--- src/rtl/core/mss_pkg.sv ---
// Shared types and constants for the maximum submatrix sum block.
package mss_pkg;

    localparam int BEST_W = 28;
    localparam int CFG_W  = 32;

    // register index, taken from paddr[2]
    localparam logic REG_SIZE_N = 1'b0;

    localparam int SIZE_W     = 7;
    localparam int SIZE_RESET = 1;

    typedef struct packed {
        logic valid;
        logic first;
        logic clear;
    } kad_ctl_t;

endpackage

--- src/rtl/core/mss_kadane.sv ---
// Kadane running-sum and best-sum tracker over a stream of column strip sums.
module mss_kadane import mss_pkg::*; #(
    parameter int SUM_W   = 31,
    parameter int STRIP_W = 24
) (
    input  logic                      aclk,
    input  logic                      aresetn,
    input  kad_ctl_t                  ctl,
    input  logic signed [STRIP_W-1:0] strip,
    output logic [BEST_W-1:0]         best_sum
);

    localparam int CMP_W = (SUM_W > BEST_W + 1) ? SUM_W : BEST_W + 1;

    logic signed [SUM_W-1:0] run_reg;
    logic signed [SUM_W-1:0] run_next;
    logic                    run_valid_reg;
    logic signed [SUM_W-1:0] best_reg;
    logic signed [SUM_W-1:0] strip_ext;
    logic signed [CMP_W-1:0] best_ext;
    logic signed [CMP_W-1:0] best_max;

    assign strip_ext = SUM_W'(strip);

    always_comb begin
        if (ctl.first || run_reg <= 0) begin
            run_next = strip_ext;
        end else begin
            run_next = run_reg + strip_ext;
        end
    end

    always_ff @(posedge aclk) begin
        if (!aresetn) begin
            run_valid_reg <= 1'b0;
            run_reg       <= '0;
            best_reg      <= '0;
        end else begin
            run_valid_reg <= ctl.valid;
            if (ctl.valid) begin
                run_reg <= run_next;
            end
            if (ctl.clear) begin
                best_reg <= '0;
            end else if (run_valid_reg && run_reg > best_reg) begin
                best_reg <= run_reg;
            end
        end
    end

    // saturate at the output width
    assign best_ext = CMP_W'(best_reg);
    assign best_max = CMP_W'({BEST_W{1'b1}});
    assign best_sum = (best_ext > best_max) ? {BEST_W{1'b1}} : best_ext[BEST_W-1:0];

endmodule

--- config.mk ---
export PLATFORM = sky130hd
export DESIGN_NAME = mss_kadane
export DESIGN_NICKNAME = d
export VERILOG_FILES = /design/src/rtl/core/mss_pkg.sv /design/src/rtl/core/mss_kadane.sv
export SDC_FILE = /design/constraint.sdc
export NUM_CORES = 1
export LEC_CHECK = 0
export BUFFER_PORTS_ARGS = -buffer_cell sky130_fd_sc_hd__buf_2
export CAP_MARGIN = 10
export CORE_MARGIN = 4
export CORE_UTILIZATION = 60
export DETAILED_ROUTE_END_ITERATION = 16
export PLACE_DENSITY = 0.82
export SYNTH_ARGS = -nofsm -noshare
export SYNTH_HDL_FRONTEND = slang
export SYNTH_SLANG_ARGS = --single-unit
--- constraint.sdc ---
create_clock -name aclk -period 2.9 [get_ports aclk]
set_input_delay 0.29 -clock aclk [delete_from_list [all_inputs] [get_ports aclk]]
set_output_delay 0.29 -clock aclk [all_outputs]
set_load 0.01 [all_outputs]
==> metrics.json, run 1 <==
{
  "synth_top_cells_by_count": "74 x nor2_1, 63 x dfxtp_1, 61 x ha_1",
  "multi_input_area_um2": 3420,
  "finalClockSkew_ns": 0.00970,
  "timing.critical_path.to_type": "flip-flop",
  "pin_count": 57,
  "worst_path_max_delay_cell": "fa_1",
  "max_stage_delay_ns": 0.39,
  "finalHoldViolations": 0,
  "y_dimension_of_the_die_um": 98.0,
  "rr_startpoint": "run_reg[0]",
  "clock_tree.htree_level_count": 3,
  "cts_sink_cnt": 63,
  "setup_viol": 0,
  "startpoint": "run_reg[0]",
  "antenna-diode-count": 0,
  "synth-edff-count": 0,
  "area_growth_syn_to_layout_pct": 16.6,
  "remaining_design_rule_violation_count": 0,
  "cts.path.max_buffers": 2,
  "numPortBuffers": 56,
  "first_pass_grt_wire_length_um": 20900,
  "cts-buffers-inserted": 9,
  "floorplan.die.width_um": 98.0,
  "power_leakage_nw": 2.64,
  "crit_required_ns": 3.18,
  "fin_total_pwr_mw": 2.76,
  "detailroute.via_count": 4729,
  "globalRoute.totalOverflow": 0,
  "starting_density_of_the_core": 0.623,
  "combinationalPowerShare": 0.342,
  "power.share.clock": 0.306,
  "synthMostInstantiatedCell": "nor2_1",
  "drt-initial-drc-count": 282,
  "synthesis.area_um2": 4860,
  "fin_crit_sh": 0.976,
  "routabilityCongestion": 0.945,
  "grt_total_usage": 0.261,
  "power_density_nw_per_um2": 486,
  "ctsHoldBuffers": 0,
  "antenna_violations_before_repair": 0,
  "area_share_of_the_leading_cell_type_in_the_synthesized_netlist": 0.259,
  "p_int_mw": 1.80,
  "fin_max_slew_vios": 0,
  "drt.antenna.violating_nets": 0,
  "ff_latch_area_um2": 1270,
  "place_hpwl_um": 9410,
  "layout-drive-gt1-share": 0.181,
  "outcome": "complete, no violations",
  "pin_count_of_the_biggest_net_entering_global_routing": 55,
  "async_reset_ff_frac": 0,
  "max_cap_violations": 0,
  "net-switching-power_uw": 962,
  "num-nets-final": 770,
  "crit_type": "flip-flop to flip-flop",
  "min-delay-path-class": "input port to flip-flop",
  "wl_um": 12900,
  "synth.largest_area_cell": "dfxtp_1",
  "power.share.switching": 0.349,
  "worstMarginPinSlew_ns": 0.657,
  "cp-start-kind": "flip-flop",
  "cts.reportedPaths.clkPinSlew_ns": 0.08,
  "netlist-cell-type-count": 57,
  "critPathArrivalTime_ns": 3.12,
  "cp_cell_sequence": "ha_1 > inv_1 > fa_1 > nor2b_2 > o211ai_1 > a21boi_2 > o2111ai_1 > a21oi_2 > o21a_1 > o21ai_1 > mux2_1 > a21oi_1",
  "syn-mean-instance-area_um2": 7.93,
  "core_area_um2": 7810,
  "crit_fanout": 5,
  "synth.ff_latch_count": 63,
  "synth_seq_area_share": 0.259,
  "drt_pass1_iterations": 5,
  "avg_wl_per_cell_um": 16.4,
  "dieArea_um2": 9610,
  "post_synth_inst_count": 613,
  "maximum_clock_frequency_ghz": 0.353,
  "clk_latency_ns": 0.36,
  "num-fill-cells": 645,
  "seq_power_share": 0.352,
  "postSynth.topFlopCell": "dfxtp_1",
  "syn-num-nets": 704,
  "tritoncts": "done",
  "cts_root_buffer": "clkbuf_8",
  "netlist_top_cells_area": "dfxtp_1 26%, ha_1 16%, mux2i_1 8.0%",
  "min-delay-start": "strip[21]",
  "power.ir.vdd_worst_mv": 0.312,
  "min_clock_period_post_route_ns": 2.83,
  "synth.yosys.warnings": 0,
  "viasPerCell": 6.02,
  "core.rowCount": 32,
  "via_count_of_the_first_global_routing_pass": 4605,
  "max_slew_margin": 0.562,
  "holdWs_ns": 0.247,
  "finished_core_util": 0.727
}
final timing paths:
path         cells after the start  slack, ns           end
min                              3       0.25   run_reg[21]
min reg2reg                      2       0.49  best_ext[23]
max                             12       0.07   run_reg[22]
max reg2reg                     12       0.07   run_reg[22]
through the flow:
step | setup TNS, ns | instance area (um2) | setup WS [ns] | std cells
final | 0 | 5670 | 0.0688 | 786
after global routing | -0.00904 | 5670 | -0.00904 | 786
after CTS | 0 | 5570 | 0.0139 | 783
after detailed placement | 0 | 5350 | 0.0153 | 767
after global placement | 0 | 5350 | 0.162 | 767
after floorplan | 0 | 4860 | 0.354 | 613
timing repair:
| action | CTS | global route |
|---|---|---|
| pin swaps | 0 | 11 |
| setup buffers | 0 | 2 |
| resized for setup | 1 | 21 |
| setup endpoints to repair | 2 | 41 |
| cloned | 0 | 1 |
metal layers:
layer  GRT usage  wire (um)  vias to the layer above
met2       0.430       6110                      170
met3      0.0593        737                       37
met5           0          0                        -
met4       0.103        374                        0
met1       0.331       5710                     2202
li1            -          -                     2320
placed cells by master (no fill, tap or decap), types with 3 or more instances in the layout:
master,instances
a211oi_1,4
a21o_1,20
a21oi_1,50
a21oi_2,6
and3_1,4
buf_2,56
buf_4,17
clkbuf_8,12
clkinvlp_4,3
dfxtp_1,59
dfxtp_2,3
ha_1,59
inv_1,41
mux2i_1,37
nand2_1,59
nand2b_1,11
nand3_1,5
nand4_1,11
nor2_1,74
nor2b_1,9
nor4_1,9
o211ai_1,10
o21a_1,4
o21ai_0,29
o21ai_1,17
o21ai_2,3
xnor2_1,11
xor2_1,10
worst max-delay path, delay by kind of cell (launching register included):
| kind | cells | cell delay (ns) |
|---|---|---|
| AOI/OAI and AO/OA | 7 | 1.21 |
| adders and majority gates | 2 | 0.58 |
| buffers and inverters | 1 | 0.06 |
| DFF | 1 | 0.38 |
| muxes | 1 | 0.33 |
| and+or+nand+nor | 1 | 0.18 |
logic make-up (layout without fill, tap and decap cells):
group,count (synthesis),in the layout,share of synthesized area
AND/OR/NAND/NOR,194,194,0.182
XOR/XNOR,21,21,0.0378
adder cells (fa/ha/maj),62,62,0.161
AO/OA/AOI/OAI,169,169,0.224
buffers and inverters,63,134,0.0509
flip-flops,63,63,0.259
multiplexers,41,41,0.0849
power by group through the flow:
stage	clock [mW]	sequential [mW]	combinational (mW)
5_1_grt	0.890	0.975	1.04
3_3_place_gp	0	0.983	0.852
4_1_cts	0.840	0.967	0.894
3_5_place_dp	0	0.986	0.884
6_report	0.844	0.970	0.943
2_1_floorplan	0	0.973	0.655
cell type report:
type,instances,area share
clock buffer,12,0.0291
clock inverter,4,0.00926
inverter,41,0.0271
sequential,63,0.224
multi-input combinational,487,0.603
timing repair buffer,77,0.0851
tap,102,0.0225
No activity file was read; power rests on OpenSTA's default activity.
==> run 2: changes to the inputs <==
--- a/config.mk
+++ b/config.mk
@@ -8,9 +8,10 @@
 export BUFFER_PORTS_ARGS = -buffer_cell sky130_fd_sc_hd__buf_2
 export CAP_MARGIN = 10
 export CORE_MARGIN = 4
-export CORE_UTILIZATION = 60
+export CORE_UTILIZATION = 35
+export CTS_CLUSTER_DIAMETER = 30
 export DETAILED_ROUTE_END_ITERATION = 16
-export PLACE_DENSITY = 0.82
+export MAX_ROUTING_LAYER = met4
 export SYNTH_ARGS = -nofsm -noshare
 export SYNTH_HDL_FRONTEND = slang
 export SYNTH_SLANG_ARGS = --single-unit
==> metrics.json, run 2 (same netlist as run 1, synthesis figures left out) <==
{
  "first_pass_grt_wire_length_um": 22900,
  "finish.cell_count_without_fillers": 864,
  "drt-initial-drc-count": 226,
  "layout-drive-gt1-share": 0.174,
  "combinationalPowerShare": 0.307,
  "detailroute.via_count": 4572,
  "ctsHoldBuffers": 0,
  "num-nets-final": 774,
  "power_density_nw_per_um2": 520,
  "cts.path.max_buffers": 2,
  "crit_required_ns": 3.17,
  "numPortBuffers": 56,
  "power_leakage_nw": 2.71,
  "cp_cell_sequence": "ha_1 > nand3_1 > a31oi_4 > o21ai_2 > o21ai_2 > a221oi_4 > o31ai_4 > a221oi_2 > or4b_1 > a41oi_2",
  "cp-start-kind": "flip-flop",
  "preCtsSetupSlack_ns": -0.0658,
  "dieArea_um2": 15800,
  "max_cap_violations": 0,
  "remaining_design_rule_violation_count": 0,
  "crit_type": "flip-flop to flip-flop",
  "antenna-diode-count": 0,
  "cts-buffers-inserted": 9,
  "crit_fanout": 5,
  "clock_tree.htree_level_count": 3,
  "outcome": "complete, no violations",
  "net-switching-power_uw": 977,
  "seq_power_share": 0.317,
  "fin_max_slew_vios": 0,
  "final_common_cell": "nor2_1",
  "cp_top_family": "compound AO/OA/AOI/OAI gates",
  "tritoncts": "done",
  "cts_sink_cnt": 63,
  "floorplan.die.width_um": 126,
  "rrSetupSlack_ns": 0.12,
  "routabilityCongestion": 0.851,
  "worst_path_max_delay_cell": "or4b_1",
  "maximum_clock_frequency_ghz": 0.360,
  "place.detailed.instances": 845,
  "worstMarginPinSlew_ns": 0.770,
  "cp.buffers_inverters": 0,
  "power.share.switching": 0.319,
  "min_clock_period_post_route_ns": 2.78,
  "clk_latency_ns": 0.34,
  "min-delay-path-class": "input port to flip-flop",
  "final_area_um2": 5880,
  "pin_count": 57,
  "placement.cell_area_um2": 5490,
  "core.rowCount": 42,
  "layout.cells.most_common_list": "74 x nor2_1, 61 x dfxtp_1, 59 x nand2_1, 58 x ha_1, 56 x buf_2",
  "drt_pass1_iterations": 4,
  "setup_viol": 0,
  "antenna_violations_before_repair": 0,
  "avg_wl_per_cell_um": 15.9,
  "y_dimension_of_the_die_um": 126,
  "p_int_mw": 2.08,
  "grt_total_usage": 0.182,
  "finalSetupTns_ns": 0,
  "area_growth_syn_to_layout_pct": 20.9,
  "finalHoldViolations": 0,
  "cts.reportedPaths.clkPinSlew_ns": 0.05,
  "cp_common_cell": "o21ai_2",
  "max_stage_delay_ns": 0.54,
  "cts_root_buffer": "clkbuf_16",
  "via_count_of_the_first_global_routing_pass": 4649,
  "starting_density_of_the_core": 0.363,
  "pin_count_of_the_biggest_net_entering_global_routing": 55,
  "drt.antenna.violating_nets": 0,
  "fin_crit_sh": 0.958,
  "wl_um": 13700,
  "worst_slack_ns": 0.121,
  "finalClockSkew_ns": 0.00624,
  "viasPerCell": 5.29,
  "place_hpwl_um": 10400,
  "globalRoute.totalOverflow": 0,
  "power.share.clock": 0.375,
  "critPathArrivalTime_ns": 3.05,
  "core_area_um2": 13400,
  "timing.critical_path.to_type": "flip-flop",
  "power.ir.vdd_worst_mv": 0.279,
  "max_slew_margin": 0.487
}
run 2: cell count changes in the layout (fill, tap and decap cells not counted), sizes merged:
cell / change
clkinvlp: -3
buf: +5
bufinv: +1
clkinv: +2
clkbuf: -1
run 2: metal layers:
metal,track usage,up-vias,part of all wire
met1,0.231,2128,0.48
met4,0.0498,0,0.017
li1,-,2321,-
met5,-,-,0
met2,0.290,101,0.46
met3,0.0440,22,0.046
run 2: final timing paths:
| path | endpoint | cells past startpoint | startpoint |
|---|---|---|---|
| worst min-delay path | run_reg[18] | 3 | strip[18] |
| worst max register to register | run_reg[29] | 10 | run_reg[3] |
| worst min register to register | best_ext[23] | 2 | best_ext[23] |
| worst max-delay path | run_reg[29] | 10 | run_reg[3] |
run 2: power by group through the flow:
stage | clock network, mW | registers (mW) | logic, mW
6_report | 1.15 | 0.972 | 0.940
5_1_grt | 1.21 | 0.978 | 1.05
4_1_cts | 1.17 | 0.970 | 0.914
3_5_place_dp | 0 | 0.988 | 0.908
3_3_place_gp | 0 | 0.986 | 0.889
2_1_floorplan | 0 | 0.973 | 0.655
run 2: worst min-delay path, delay by kind of cell:
family                 cells  cell delay, ns
AOI/OAI and AO/OA          2            0.18
buffers and inverters      1            0.10
run 2: cell type report:
type | count | area, um2
clock buffers | 12 | 236
repair buffers | 81 | 505
inverters | 41 | 154
flip-flops and latches | 63 | 1260
fillers | 1349 | 7520
well taps | 176 | 220
multi-input cells | 487 | 3430
clock inverters | 4 | 70.1
run 2: per-stage QoR:
stage	util	hold slack, ns	total power, mW
after floorplan	-	0.428	1.63
after global placement	0.410	0.472	1.88
after detailed placement	0.410	0.479	1.90
after CTS	0.433	0.250	3.06
after global routing	0.439	0.284	3.24
final	0.439	0.266	3.06
run 2: what timing repair did:
item	4_1_cts	5_1_grt
endpoints found under the setup margin	2	40
resized for setup	1	13
buffers inserted	0	3
pin swaps	0	8
==> run 3: changes to the inputs <==
--- a/config.mk
+++ b/config.mk
@@ -12,6 +12,7 @@
 export CTS_CLUSTER_DIAMETER = 30
 export DETAILED_ROUTE_END_ITERATION = 16
 export MAX_ROUTING_LAYER = met4
+export SETUP_SLACK_MARGIN = 0.5
 export SYNTH_ARGS = -nofsm -noshare
 export SYNTH_HDL_FRONTEND = slang
 export SYNTH_SLANG_ARGS = --single-unit
==> metrics.json, run 3 (same netlist as run 1, synthesis figures left out) <==
{
  "fin_crit_sh": 0.910,
  "finalClockSkew_ns": 0.0102,
  "y_dimension_of_the_die_um": 126,
  "layout-drive-gt1-share": 0.263,
  "power_leakage_nw": 2.84,
  "first_pass_grt_wire_length_um": 22900,
  "tritoncts": "done",
  "clock_tree.htree_level_count": 3,
  "drt.antenna.violating_nets": 0,
  "m1_wl_um": 6700,
  "core.rowCount": 42,
  "globalRoute.totalOverflow": 0,
  "maximum_clock_frequency_ghz": 0.379,
  "grt_total_usage": 0.183,
  "timing.critical_path.to_type": "flip-flop",
  "min_clock_period_post_route_ns": 2.64,
  "place_hpwl_um": 10100,
  "cts.path.max_buffers": 2,
  "worstMarginPinSlew_ns": 0.568,
  "met3_wire_length_um": 567,
  "crit_type": "flip-flop to flip-flop",
  "clk_latency_ns": 0.34,
  "num-fill-cells": 1319,
  "fin_max_slew_vios": 0,
  "finished_core_util": 0.473,
  "cp-start-kind": "flip-flop",
  "drt-initial-drc-count": 212,
  "power_density_nw_per_um2": 518,
  "outcome": "complete, no violations",
  "avg_wl_per_cell_um": 15.8,
  "antenna_violations_before_repair": 0,
  "antenna-diode-count": 0,
  "pin_count_of_the_biggest_net_entering_global_routing": 32,
  "via_count_of_the_first_global_routing_pass": 4614,
  "area_growth_syn_to_layout_pct": 30.4,
  "crit_required_ns": 3.11,
  "drt_pass1_iterations": 4,
  "viasPerCell": 5.28,
  "final_common_cell": "nor2_1",
  "cts-buffers-inserted": 9,
  "max_cap_violations": 0,
  "wl_um": 13900,
  "wl_met2_um": 6380,
  "routabilityCongestion": 0.938,
  "starting_density_of_the_core": 0.363,
  "finalHoldViolations": 0,
  "cts_root_buffer": "clkbuf_16",
  "finalSetupTns_ns": 0,
  "crit_fanout": 22,
  "pin_count": 57,
  "ctsHoldBuffers": 0,
  "remaining_design_rule_violation_count": 0,
  "top_signal_layer_used": "met4",
  "detailroute.via_count": 4643,
  "core_area_um2": 13400,
  "cts.reportedPaths.clkPinSlew_ns": 0.06,
  "layout.cells.most_common_list": "74 x nor2_1, 58 x nand2_1, 56 x buf_2, 54 x dfxtp_1, 51 x ha_1",
  "power.ir.vdd_worst_mv": 0.299,
  "max_slew_margin": 0.621,
  "numPortBuffers": 56,
  "floorplan.die.width_um": 126,
  "min-delay-path-class": "input port to flip-flop",
  "critPathArrivalTime_ns": 2.85,
  "cts_sink_cnt": 63,
  "dieArea_um2": 15800,
  "num-nets-final": 789,
  "setup_viol": 0,
  "rsz0062_at_grt": "true"
}
==> run 3: cell types whose count changed in the layout (fill, tap and decap cells not counted), sizes merged <==
cell and change:
buf +15, clkinv +1, clkbuf -2, bufinv +1
==> run 3: critical path, cell delays in order (launching register included) <==
cell and delay (ns):
dfxtp_2 0.33, inv_2 0.05, ha_4 0.21, a21o_1 0.17, a21o_1 0.18, a21oi_2 0.18, o21ai_2 0.10, a221o_1 0.34
a21oi_2 0.14, mux2i_2 0.10, nor2_4 0.17, buf_12 0.24, mux2i_1 0.23, nor2_1 0.07
==> run 3: final timing paths <==
check	cells past startpoint	from	end	slack, ns
worst max register to register	13	best_ext[16]	best_ext[4]	0.26
worst min register to register	2	best_ext[22]	best_ext[22]	0.49
worst max-delay path	13	best_ext[16]	best_ext[4]	0.26
worst min-delay path	3	strip[18]	run_reg[18]	0.26
==> run 3: metal layers <==
metal,vias to the layer above,GRT usage
li1,2355,-
met1,2180,0.234
met2,88,0.287
met3,20,0.0453
met4,0,0.0524
met5,-,-
==> run 3: power breakdown <==
part           leakage (nW)  internal, mW  switching (mW)
clock network         0.166         0.838           0.406
registers             0.520         0.914          0.0573
logic                  2.15         0.494           0.575
==> run 3: timing repair <==
action                                  4_1_cts  5_1_grt
pin swaps                                    29       41
resized for setup                            41       25
endpoints found under the hold margin         0        0
gates cloned                                  1        0
endpoints found under the setup margin       49       50
buffers inserted                             11        9
==> run 3: final cells by class <==
class                   instances  area (um2)  share of cell area
inverters                      41         154              0.0243
clock buffers                  10         229              0.0361
flip-flops and latches         63        1280               0.202
multi-input cells             487        3710               0.586
well taps                     176         220              0.0347
repair buffers                 96         636               0.100
clock inverters                 6         109              0.0172
==> run 3: stage by stage <==
stage	worst slack (ns)	instances	hold slack [ns]	instance area, um2	total power, mW
6_report	0.262	879	0.259	6340	3.28
3_3_place_gp	0.173	842	0.473	5550	1.90
2_1_floorplan	0.445	613	0.421	4980	1.66
4_1_cts	0.280	870	0.253	6160	3.25
5_1_grt	0.110	879	0.273	6340	3.47
3_5_place_dp	0.0943	842	0.485	5550	1.91
